==> src/design/sks_pkg.sv <==
// sks_pkg: shared types and constants for the sorted key set.
// No dependencies; used by the interfaces, the cell, the top level and the checker.
`default_nettype none

package sks_pkg;

	localparam int CAPACITY_DEF = 16;
	localparam int KEY_W        = 32;
	localparam int ENTRIES_W    = 5;

	typedef enum logic [1:0] {
		OP_INSERT = 2'd0,
		OP_DELETE = 2'd1,
		OP_LOOKUP = 2'd2,
		OP_LIST   = 2'd3
	} op_t;

	typedef enum logic [2:0] {
		STAT_OK       = 3'd0,
		STAT_DUP      = 3'd1,
		STAT_NOTFOUND = 3'd2,
		STAT_FULL     = 3'd3,
		STAT_EMPTY    = 3'd4
	} status_t;

	// What every cell does on the next clock edge.
	typedef enum logic [1:0] {
		MODE_HOLD   = 2'd0,
		MODE_INSERT = 2'd1,
		MODE_DELETE = 2'd2,
		MODE_ROTATE = 2'd3
	} cell_mode_t;

	typedef struct packed {
		cell_mode_t               mode;
		logic                     capture;  // latch compare flags against key
		logic signed [KEY_W-1:0]  key;
	} cell_cmd_t;

endpackage

`default_nettype wire

==> src/design/sks_req_if.sv <==
// sks_req_if: request channel of the sorted key set (operation, key).
// Depends on sks_pkg.
`default_nettype none

interface sks_req_if;
	logic                             valid;
	logic                             ready;
	sks_pkg::op_t                     operation;
	logic signed [sks_pkg::KEY_W-1:0] key;

	modport source (output valid, output operation, output key, input ready);
	modport sink   (input valid, input operation, input key, output ready);
endinterface

`default_nettype wire

==> src/design/sks_rsp_if.sv <==
// sks_rsp_if: result channel of the sorted key set (status, key_out, entries, last).
// Depends on sks_pkg.
`default_nettype none

interface sks_rsp_if;
	logic                                 valid;
	logic                                 ready;
	sks_pkg::status_t                     status;
	logic signed [sks_pkg::KEY_W-1:0]     key_out;
	logic        [sks_pkg::ENTRIES_W-1:0] entries;
	logic                                 last;

	modport source (output valid, output status, output key_out, output entries,
		output last, input ready);
	modport sink   (input valid, input status, input key_out, input entries,
		input last, output ready);
endinterface

`default_nettype wire

==> src/design/sks_cell.sv <==
// sks_cell: one slot of the ordered key chain; holds a key and its compare flags.
// Depends on sks_pkg. Instantiated CAPACITY times by sorted_key_set.
`default_nettype none

module sks_cell #(
	parameter  int CAPACITY = sks_pkg::CAPACITY_DEF,
	parameter  int INDEX    = 0,
	localparam int CNT_W    = $clog2(CAPACITY + 1)
) (
	input  wire logic                              clk,
	input  wire sks_pkg::cell_cmd_t                cmd,
	input  wire logic             [CNT_W-1:0]      count,
	input  wire logic signed      [sks_pkg::KEY_W-1:0] left_key,
	input  wire logic                              left_ge,
	input  wire logic signed      [sks_pkg::KEY_W-1:0] right_key,
	input  wire logic signed      [sks_pkg::KEY_W-1:0] head_key,
	output logic signed           [sks_pkg::KEY_W-1:0] key,
	output logic                                   ge,
	output logic                                   eq
);

	localparam logic [CNT_W-1:0] MY_IDX   = CNT_W'(INDEX);
	localparam logic [CNT_W-1:0] NEXT_IDX = CNT_W'(INDEX + 1);

	logic signed [sks_pkg::KEY_W-1:0] key_q;
	logic                             ge_q;
	logic                             eq_q;
	logic                             occupied;

	assign occupied = MY_IDX < count;

	always_ff @(posedge clk) begin
		if (cmd.capture) begin
			ge_q <= occupied && !(key_q < cmd.key);
			eq_q <= occupied && (key_q == cmd.key);
		end
		case (cmd.mode)
			sks_pkg::MODE_INSERT: begin
				// keys at or above the new one move up one slot
				if (left_ge) begin
					key_q <= left_key;
				end else if (ge_q || MY_IDX == count) begin
					key_q <= cmd.key;
				end
			end
			sks_pkg::MODE_DELETE: begin
				if (ge_q) begin
					key_q <= right_key;
				end
			end
			sks_pkg::MODE_ROTATE: begin
				// ring over the occupied slots: the head wraps to the tail
				key_q <= (NEXT_IDX == count) ? head_key : right_key;
			end
			default: begin
				key_q <= key_q;
			end
		endcase
	end

	assign key = key_q;
	assign ge  = ge_q;
	assign eq  = eq_q;

endmodule

`default_nettype wire

==> src/design/sorted_key_set.sv <==
// sorted_key_set: bounded ordered set of distinct signed keys in a chain of cells.
// Depends on sks_pkg, sks_req_if, sks_rsp_if and sks_cell.
//
//   channel | modport | fields                           | moves
//   req     | sink    | operation, key                   | one request per operation
//   rsp     | source  | status, key_out, entries, last   | 1 result, or 1 per key for list
//
// Insert, delete and lookup: the accept edge latches the compare flags in every cell;
// once the result slot is free, the apply state updates the chain and loads the result.
// List passes the apply state, then emits the keys from the head as the chain rotates.
// One request at a time; req.ready is high only when idle, even if a result waits.
// A stalled result holds the chain. Reset clears the control state but not the cell keys.
`default_nettype none

module sorted_key_set #(
	parameter int CAPACITY = sks_pkg::CAPACITY_DEF
) (
	input  wire logic clk,
	input  wire logic arst_n,
	sks_req_if.sink   req,
	sks_rsp_if.source rsp
);

	localparam int CNT_W = $clog2(CAPACITY + 1);
	localparam logic [CNT_W-1:0] FULL_CNT = CNT_W'(CAPACITY);
	localparam logic [CNT_W-1:0] ONE      = CNT_W'(1);

	typedef enum logic [2:0] {
		ST_IDLE  = 3'b001,
		ST_APPLY = 3'b010,
		ST_LIST  = 3'b100
	} state_t;

	state_t                           state_q, state_d;
	logic [CNT_W-1:0]                 count_q, count_d;
	logic [CNT_W-1:0]                 list_idx_q, list_idx_d;
	sks_pkg::op_t                     op_q;
	logic signed [sks_pkg::KEY_W-1:0] key_q;

	logic                                 rsp_valid_q;
	sks_pkg::status_t                     status_q;
	logic signed [sks_pkg::KEY_W-1:0]     key_out_q;
	logic        [sks_pkg::ENTRIES_W-1:0] entries_q;
	logic                                 last_q;

	logic                                 emit;
	sks_pkg::status_t                     res_status;
	logic signed [sks_pkg::KEY_W-1:0]     res_key;
	logic        [sks_pkg::ENTRIES_W-1:0] res_entries;
	logic                                 res_last;

	sks_pkg::cell_cmd_t               cmd;
	logic                             accept;
	logic                             slot_free;
	logic                             found;

	logic signed [sks_pkg::KEY_W-1:0] cell_key [CAPACITY];
	logic        [CAPACITY-1:0]       cell_ge;
	logic        [CAPACITY-1:0]       cell_eq;

	genvar gi;
	generate
		for (gi = 0; gi < CAPACITY; gi++) begin : g_cell
			logic signed [sks_pkg::KEY_W-1:0] left_key;
			logic                             left_ge;
			logic signed [sks_pkg::KEY_W-1:0] right_key;
			if (gi == 0) begin : g_first
				assign left_key = cell_key[gi];
				assign left_ge  = 1'b0;
			end else begin : g_mid
				assign left_key = cell_key[gi-1];
				assign left_ge  = cell_ge[gi-1];
			end
			if (gi == CAPACITY - 1) begin : g_last
				assign right_key = cell_key[gi];
			end else begin : g_inner
				assign right_key = cell_key[gi+1];
			end
			sks_cell #(
				.CAPACITY (CAPACITY),
				.INDEX    (gi)
			) u_cell (
				.clk       (clk),
				.cmd       (cmd),
				.count     (count_q),
				.left_key  (left_key),
				.left_ge   (left_ge),
				.right_key (right_key),
				.head_key  (cell_key[0]),
				.key       (cell_key[gi]),
				.ge        (cell_ge[gi]),
				.eq        (cell_eq[gi])
			);
		end
	endgenerate

	assign accept    = req.valid && req.ready;
	assign slot_free = !rsp_valid_q || rsp.ready;
	assign found     = |cell_eq;

	always_comb begin
		state_d     = state_q;
		count_d     = count_q;
		list_idx_d  = list_idx_q;
		cmd.mode    = sks_pkg::MODE_HOLD;
		cmd.capture = accept;
		cmd.key     = accept ? req.key : key_q;
		emit        = 1'b0;
		res_status  = sks_pkg::STAT_OK;
		res_key     = key_q;
		res_last    = 1'b1;
		case (state_q)
			ST_IDLE: begin
				if (accept) begin
					state_d = ST_APPLY;
				end
			end
			ST_APPLY: begin
				if (slot_free) begin
					case (op_q)
						sks_pkg::OP_INSERT: begin
							emit    = 1'b1;
							state_d = ST_IDLE;
							if (found) begin
								res_status = sks_pkg::STAT_DUP;
							end else if (count_q == FULL_CNT) begin
								res_status = sks_pkg::STAT_FULL;
							end else begin
								cmd.mode = sks_pkg::MODE_INSERT;
								count_d  = count_q + ONE;
							end
						end
						sks_pkg::OP_LIST: begin
							if (count_q == '0) begin
								emit       = 1'b1;
								res_status = sks_pkg::STAT_EMPTY;
								res_key    = '0;
								state_d    = ST_IDLE;
							end else begin
								list_idx_d = '0;
								state_d    = ST_LIST;
							end
						end
						default: begin
							emit    = 1'b1;
							state_d = ST_IDLE;
							if (count_q == '0) begin
								res_status = sks_pkg::STAT_EMPTY;
							end else if (!found) begin
								res_status = sks_pkg::STAT_NOTFOUND;
							end else if (op_q == sks_pkg::OP_DELETE) begin
								cmd.mode = sks_pkg::MODE_DELETE;
								count_d  = count_q - ONE;
							end
						end
					endcase
				end
			end
			ST_LIST: begin
				if (slot_free) begin
					emit       = 1'b1;
					res_key    = cell_key[0];
					res_last   = (list_idx_q + ONE) == count_q;
					cmd.mode   = sks_pkg::MODE_ROTATE;
					list_idx_d = list_idx_q + ONE;
					if (res_last) begin
						state_d = ST_IDLE;
					end
				end
			end
			default: begin
				state_d = ST_IDLE;
			end
		endcase
		res_entries = sks_pkg::ENTRIES_W'(count_d);
	end

	always_ff @(posedge clk or negedge arst_n) begin
		if (!arst_n) begin
			state_q     <= ST_IDLE;
			count_q     <= '0;
			list_idx_q  <= '0;
			rsp_valid_q <= 1'b0;
		end else begin
			state_q    <= state_d;
			count_q    <= count_d;
			list_idx_q <= list_idx_d;
			if (emit) begin
				rsp_valid_q <= 1'b1;
			end else if (rsp.ready) begin
				rsp_valid_q <= 1'b0;
			end
		end
	end

	always_ff @(posedge clk) begin
		if (accept) begin
			op_q  <= req.operation;
			key_q <= req.key;
		end
		if (emit) begin
			status_q  <= res_status;
			key_out_q <= res_key;
			entries_q <= res_entries;
			last_q    <= res_last;
		end
	end

	assign req.ready   = state_q == ST_IDLE;
	assign rsp.valid   = rsp_valid_q;
	assign rsp.status  = status_q;
	assign rsp.key_out = key_out_q;
	assign rsp.entries = entries_q;
	assign rsp.last    = last_q;

endmodule

`default_nettype wire

==> src/flat_wrapper.sv <==
// flat-port wrapper written by rule: the top's interface ports become plain ports
module sorted_key_set_flat 
#(
	parameter int CAPACITY = sks_pkg::CAPACITY_DEF
)
  (clk, arst_n, req_valid, req_operation, req_key, req_ready, rsp_valid, rsp_status, rsp_key_out, rsp_entries, rsp_last, rsp_ready);
  sks_req_if req_i ();
  sks_rsp_if rsp_i ();
  input  wire logic clk;
  input  wire logic arst_n;
  input wire logic [$bits(req_i.valid)-1:0] req_valid;
  input wire logic [$bits(req_i.operation)-1:0] req_operation;
  input wire logic [$bits(req_i.key)-1:0] req_key;
  output wire logic [$bits(req_i.ready)-1:0] req_ready;
  output wire logic [$bits(rsp_i.valid)-1:0] rsp_valid;
  output wire logic [$bits(rsp_i.status)-1:0] rsp_status;
  output wire logic [$bits(rsp_i.key_out)-1:0] rsp_key_out;
  output wire logic [$bits(rsp_i.entries)-1:0] rsp_entries;
  output wire logic [$bits(rsp_i.last)-1:0] rsp_last;
  input wire logic [$bits(rsp_i.ready)-1:0] rsp_ready;
  assign req_i.valid = req_valid;
  assign req_i.operation = req_operation;
  assign req_i.key = req_key;
  assign req_ready = req_i.ready;
  assign rsp_valid = rsp_i.valid;
  assign rsp_status = rsp_i.status;
  assign rsp_key_out = rsp_i.key_out;
  assign rsp_entries = rsp_i.entries;
  assign rsp_last = rsp_i.last;
  assign rsp_i.ready = rsp_ready;
  sorted_key_set #(.CAPACITY(CAPACITY)) u_core (.clk(clk), .arst_n(arst_n), .req(req_i), .rsp(rsp_i));
endmodule
==> config.mk <==
export PLATFORM = sky130hd
export DESIGN_NAME = sorted_key_set_flat
export DESIGN_NICKNAME = d
export VERILOG_FILES = /design/src/design/sks_pkg.sv /design/src/design/sks_req_if.sv /design/src/design/sks_rsp_if.sv /design/src/design/sks_cell.sv /design/src/design/sorted_key_set.sv /design/src/flat_wrapper.sv
export SDC_FILE = /design/constraint.sdc
export NUM_CORES = 2
export LEC_CHECK = 0
export BUFFER_PORTS_ARGS = -buffer_cell sky130_fd_sc_hd__clkbuf_2
export CORE_AREA = 10 10 309 311
export DETAILED_ROUTE_END_ITERATION = 10
export DIE_AREA = 0 0 319 321
export GPL_ROUTABILITY_DRIVEN = 0
export HOLD_SLACK_MARGIN = 0.15
export PLACE_DENSITY = 0.69
export SLEW_MARGIN = 10
export SYNTH_ARGS = -nofsm -noshare
export SYNTH_HDL_FRONTEND = slang
export SYNTH_SLANG_ARGS = --single-unit
export TNS_END_PERCENT = 100
==> constraint.sdc <==
create_clock -name clk -period 4.75 [get_ports clk]
set_input_delay 0.95 -clock clk [delete_from_list [all_inputs] [get_ports clk]]
set_output_delay 0.95 -clock clk [all_outputs]
set_load 0.05 [all_outputs]
== Yosys cells after proc, flatten, opt, wreduce, memory -nomap -nowiden ==
Index checks and enable logic that the tools add are counted.
Word-level totals
  ROM bits: 0
  register bits: 633
  memory bits (writable): 0
  latch bits: 0
  memories kept: 0
  input bits: 38
Operators by class
  shift operators: 0
  mux-type cells: 126
  order comparisons: 32
  equal/unequal tests: 81
  multiply operators: 0
  reductions and logical operators: 94
  $add $sub $neg: 3
  bitwise operators: 0
  div/mod/pow operators: 0
Operators by type and width (count)
  $mux W32: 67
  $pmux W32 S3: 15
  $eq A32 B32 Y1: 16
  $lt A32 B32 Y1: 16
  $pmux W32 S2: 2
  $mux W5: 11
  $ne A3 B3 Y1 const B: 15
  $reduce_and A3 Y1: 15
  $eq A4 B5 Y1 const A: 8
  $lt A4 B5 Y1 const A: 8
  $ne A2 B2 Y1 const B: 20
  $logic_and A1 B1 Y1: 33
  $mux W3: 9
  $eq A3 B5 Y1 const A: 4
  $lt A3 B5 Y1 const A: 4
  $pmux W5 S2: 2
  $logic_not A1 Y1: 17
  $logic_or A1 B1 Y1: 17
  $mux W2: 8
  $reduce_or A16 Y1: 1
  $add A5 B1 Y5 const B: 2
  $eq A2 B5 Y1 const A: 2
  $lt A1 B5 Y1 const A: 2
  $lt A2 B5 Y1 const A: 2
  23 further kinds: 40

== Logic depth before layout (Yosys ltp) ==
  depth after elaboration: 10
  depth in mapped cells: 14
  mapped depth without buffers: 11

== Cells and area by module ==
A second synthesis with hierarchy kept.
Unflattened totals
  cells, all modules: 5146
  area, all modules: 49307.3 um2
Modules (own cells, without submodules)
  sorted_key_set: sequential area each 2283.4 um2, instances 1, cells an instance 293, area each 3918.8 um2
  sks_cell at u_core.g_cell[4].u_cell: sequential area each 1021.0 um2, instances 1, cells an instance 304, area each 2885.3 um2
  sks_cell at u_core.g_cell[2].u_cell: sequential area each 1021.0 um2, instances 1, cells an instance 303, area each 2877.8 um2
  sks_cell at u_core.g_cell[0].u_cell: sequential area each 1021.0 um2, instances 1, cells an instance 301, area each 2871.5 um2
  sks_cell at u_core.g_cell[9].u_cell: sequential area each 1021.0 um2, instances 1, cells an instance 307, area each 2870.3 um2
  sks_cell at u_core.g_cell[12].u_cell: sequential area each 1021.0 um2, instances 1, cells an instance 300, area each 2855.2 um2
  sks_cell at u_core.g_cell[1].u_cell: sequential area each 1021.0 um2, instances 1, cells an instance 302, area each 2854.0 um2
  sks_cell at u_core.g_cell[14].u_cell: sequential area each 1021.0 um2, instances 1, cells an instance 302, area each 2846.5 um2
  sks_cell at u_core.g_cell[6].u_cell: sequential area each 1021.0 um2, instances 1, cells an instance 302, area each 2839.0 um2
  sks_cell at u_core.g_cell[10].u_cell: sequential area each 1021.0 um2, instances 1, cells an instance 308, area each 2831.5 um2
  sks_cell at u_core.g_cell[13].u_cell: sequential area each 1021.0 um2, instances 1, cells an instance 301, area each 2822.7 um2
  sks_cell at u_core.g_cell[5].u_cell: sequential area each 1021.0 um2, instances 1, cells an instance 302, area each 2816.5 um2
  sks_cell at u_core.g_cell[11].u_cell: sequential area each 1021.0 um2, instances 1, cells an instance 307, area each 2808.9 um2
  sks_cell at u_core.g_cell[15].u_cell: sequential area each 1021.0 um2, instances 1, cells an instance 303, area each 2806.4 um2
  3 more rows

== Least setup slack after synthesis ==
Ideal clock, no wire load.
  path type: input-to-reg
  start: input req_valid
  end: register u_core.g_cell[2].u_cell.ge_q (data pin)
  library setup time: 0.256 ns
  stages on the path: 12
  required time: 4.494 ns
  arrival: 4.803 ns
  path buffers: 3
  slack: -0.309 ns
  path through: and4bb_1 > buf_4 > buf_2 > mux2i_1 > clkbuf_1 > ha_1 > nand4_1 > nor4_1 > nand3_1 > or3b_1 > a211o_1 > a31o_2
Between the ends
  longest elaborated chain between the ends: 5
RTL lines
  start: declaration: line flat_wrapper.sv:11  | input wire logic [$bits(req_i.valid)-1:0] req_valid;
  $logic_and A1 B1 Y1: line sorted_key_set.sv:97  | assign accept = req.valid && req.ready;
  $mux W32: line sorted_key_set.sv:107  | cmd.key = accept ? req.key : key_q;
  $lt A32 B32 Y1: line sks_cell.sv:34  | ge_q <= occupied && !(key_q < cmd.key);
  $logic_not A1 Y1: line sks_cell.sv:34
  $logic_and A1 B1 Y1: line sks_cell.sv:34
  end signal: assignment: line sks_cell.sv:34
  end: declaration: line sks_cell.sv:26  | logic ge_q;
No other way between the ends.
A chain may end at the register's enable or synchronous reset.

== Worst setup path in the final report ==
  start: register u_core.state_q[0]
  end: register u_core.g_cell[7].u_cell.ge_q (data pin)
Between the ends
  longest elaborated chain between the ends: 6
RTL lines
  start: declaration: line sorted_key_set.sv:34  | state_t state_q, state_d;
  start signal: assignment: line sorted_key_set.sv:185  | state_q <= state_d;
  $eq A3 B1 Y1: line sorted_key_set.sv:209  | assign req.ready = state_q == ST_IDLE;
  $logic_and A1 B1 Y1: line sorted_key_set.sv:97
  $mux W32: line sorted_key_set.sv:107
  $lt A32 B32 Y1: line sks_cell.sv:34
  $logic_not A1 Y1: line sks_cell.sv:34
  $logic_and A1 B1 Y1: line sks_cell.sv:34
  end signal: assignment: line sks_cell.sv:34
  end: declaration: line sks_cell.sv:26
No other way between the ends.

==> metrics.md <==
| Metric | Value |
|---|---|
| Rel. slew slack | 0.172 |
| Worst min-delay path class | in -> async |
| Overall Global Routing Usage | 0.277 |
| FMAX | 224 MHz |
| Final ANT Viol Nets | 0 |
| Syn Area/Cell | 9.21 µm² |
| CTS tree | done |
| Initial core utilization | 0.494 |
| CTS Buf Count | 74 |
| Main combinational cell family by area after synthesis | compound AO/OA/AOI/OAI gates |
| Synth async-reset ratio | 0.0221 |
| Synth Area in Compound Gates | 0.256 |
| CTS root buffer | clkbuf_16 |
| Final Cycle Share | 0.938 |
| Setup CP Type | reg -> reg |
| Starting DRT DRC Count | 4869 |
| Final core utilization | 0.554 |
| Pwr Density | 469 mW/mm² |
| Drt pass-1 iters | 6 |
| Adder-cell share of the synthesized area | 0.141 |
| MaxCap Viol Count | 0 |
| First-pass GRT wire length | 227000 µm |
| Die Width | 319 µm |
| WL per Instance | 24.5 µm |
| Mapped Area | 0.0442 mm² |
| Ys flop type | edfxtp_1 |
| Pin count of the biggest net entering global routing | 180 |
| Worst Setup Start Kind | register |
| Post-Synth XOR/XNOR Area | 0.00833 |
| Total gr overflow | 0 |
| Deepest level of the CTS H-tree | 3 |
| VDD IR max | 288 µV |
| Die height | 321 µm |
| Seq/Total Area, Yosys | 0.422 |
| Final Setup Violations | 0 |
| Fin worst setup slack | 294 ps |
| Post-route cell area | 0.0495 mm² |
| Vias | 40052 |
| Crit end category | register |
| Number of distinct library cells after synthesis | 74 |
| Worst-Skew Late Latency | 650 ps |
| # DRC | 0 |
| Diode count | 0 |
| Area of the die | 0.102 mm² |
| Min cycle time layout | 4460 ps |
| Port bufs | 80 |
| Core Region | 0.0893 mm² |
| Mapped Cells | 4796 |
| Final nets | 5313 |
| CTS resizes | 0 |
| RSZ-0062 raised after global routing | false |
| Setup TNS | 0 ps |
| Slew at the pin with the worst max-slew slack | 1240 ps |
| Hold_buf cts | 0 |
| Outcome | finished, final reports clean |
| Vias/cell | 6.66 |
| Net count after synthesis | 5324 |
| Initial antenna violation count | 2 |
| Io pins | 81 |
| Area grow syn2layout | 12.0% |
| Placed inst area | 0.0471 mm² |
| Leakage | 18.1 nW |
| Pre-CTS WS | -47.9 ps |
| Synth Area in Simple Gates | 0.121 |
| Synth Warn # | 0 |
| CP Data Arrival Time | 4860 ps |
| Clk pin slew, worst setup/hold paths | 60 ps |
| Number of flops mapped to enable cells by yosys | 587 |
| Vias in the first global route | 38262 |
| Post-CTS Setup Inserts | 0 |
| CTS Buffer Depth | 3 |
| Clk sink count | 633 |
| Synth Register Bits | 633 |
| Layout cells sized above 1 | 0.103 |
| Pins over their slew limit | 0 |
| Crit path required time | 5150 ps |
| Drt total wl | 147000 µm |
| Mux contribution to synthesized area | 0.00994 |
| Hold_ws | 226 ps |
| Final Hold Viols | 0 |
| Post-DP HPWL | 106000 µm |
| Final Skew | 24.2 ps |
| CP Max Fanout | 13 |
| FP Rows | 110 |
==> cells by family (layout without fill, tap and decap cells) <==
| group | count (synthesis) | after routing |
|---|---|---|
| AOI/OAI and AO/OA | 1902 | 1902 |
| and+or+nand+nor | 1203 | 1203 |
| DFF | 633 | 633 |
| adders and majority gates | 498 | 498 |
| buffers and inverters | 477 | 523 |
| xor gates and xnor gates | 42 | 42 |
| muxes | 41 | 41 |
==> metrics by stage <==
step	power [W]	std cells
2_1_floorplan	0.0138	4796
3_3_place_gp	0.0169	5884
3_5_place_dp	0.0173	5884
4_1_cts	0.0230	6017
5_1_grt	0.0246	6018
6_report	0.0232	6018
==> cell usage after synthesis (50+ instances only) <==
cell type  count  area share
ha_1         490        0.14
nand3_1       50      0.0057
inv_1         79      0.0067
o21ai_0      599       0.068
nor2_1       574       0.049
edfxtp_1     587        0.40
nand2_1      287       0.024
a21o_1        72       0.012
clkbuf_1     298       0.025
buf_2         58      0.0066
a22oi_1      440       0.075
nand4_1       89       0.013
a21oi_1      615       0.070
==> worst max-delay path, cell delays in order (launching register included) <==
cell      delay (ps)
dfstp_2          600
and4bb_4         570
buf_12           240
mux2i_4          590
ha_1             350
nand4_1          100
nor2_1            70
a221o_1          300
o21ai_0          550
nor4b_1          430
a21oi_1          120
a31o_2           230
==> layout by cell type (no fill, tap or decap), types with 8 or more instances in the layout <==
cell type,instances
o211ai_1,13
o21ai_0,597
inv_1,79
clkinv_2,12
clkinv_1,16
o21a_1,16
a31oi_1,20
nor2b_1,23
mux2i_4,31
and4_1,12
nand2b_1,24
nand4_1,89
clkbuf_16,75
or3_1,20
a21oi_1,614
ha_1,490
o21ai_2,14
a221oi_1,10
a221o_1,21
xnor2_1,38
nand2_1,285
buf_12,28
a211oi_1,21
clkbuf_2,80
dfrtp_1,13
nor4_1,26
nor2_1,560
nor3_1,38
a21o_1,72
nor2_4,8
and2_1,18
edfxtp_1,587
clkbuf_1,11
dfxtp_1,32
a22oi_1,440
buf_4,202
and3_1,12
nand3_1,50
==> cell type report <==
cell class	count	area [µm²]
well taps	1176	1470
clock inverters	42	357
flip-flops and latches	633	18600
fillers	7914	39900
multi-input cells	3686	24200
inverters	80	300
clock buffers	91	1990
repair buffers	310	2480
==> flip-flops by register name, summed over array words and instances (netlist names), 3 cells and up <==
name	cells
u_core.g_cell.u_cell.key	512
u_core.key_q	32
u_core.rsp.key_out	32
u_core.g_cell.u_cell.eq	16
u_core.g_cell.u_cell.ge	16
u_core.count_q	5
u_core.list_idx_q	5
u_core.rsp.entries	5
u_core.rsp.status	3
u_core.state_q	3
==> metal layers <==
metal / vias to the layer above / track usage / routed length [µm]
li1: 18248 / - / -
met3: 318 / 0.0593 / 14900
met4: 2 / 0.0961 / 4600
met1: 19364 / 0.381 / 61500
met5: - / 0 / 13
met2: 2120 / 0.428 / 66300
==> path summary, 6_finish.rpt <==
kind	start	to	slack, ps	cells after the start
worst max register to register	u_core.state_q[0]	u_core.g_cell[7].u_cell.ge	290	11
min in group clk	req_operation[0]	u_core.op_q[0]	540	1
worst min-delay path	arst_n	u_core.count_q[2]	230	1
max in group asynchronous	arst_n	u_core.state_q[0]	4210	1
worst min register to register	u_core.list_idx_q[1]	u_core.list_idx_q[1]	540	1
worst max-delay path	u_core.state_q[0]	u_core.g_cell[7].u_cell.ge	290	11
==> power by group <==
group / internal (W) / switching, W / total [W]
Combinational: 0.00384 / 0.00640 / 0.0102
Sequential: 0.00691 / 0.000308 / 0.00721
Clock: 0.00325 / 0.00249 / 0.00574
(Power assumes the default switching activity.)
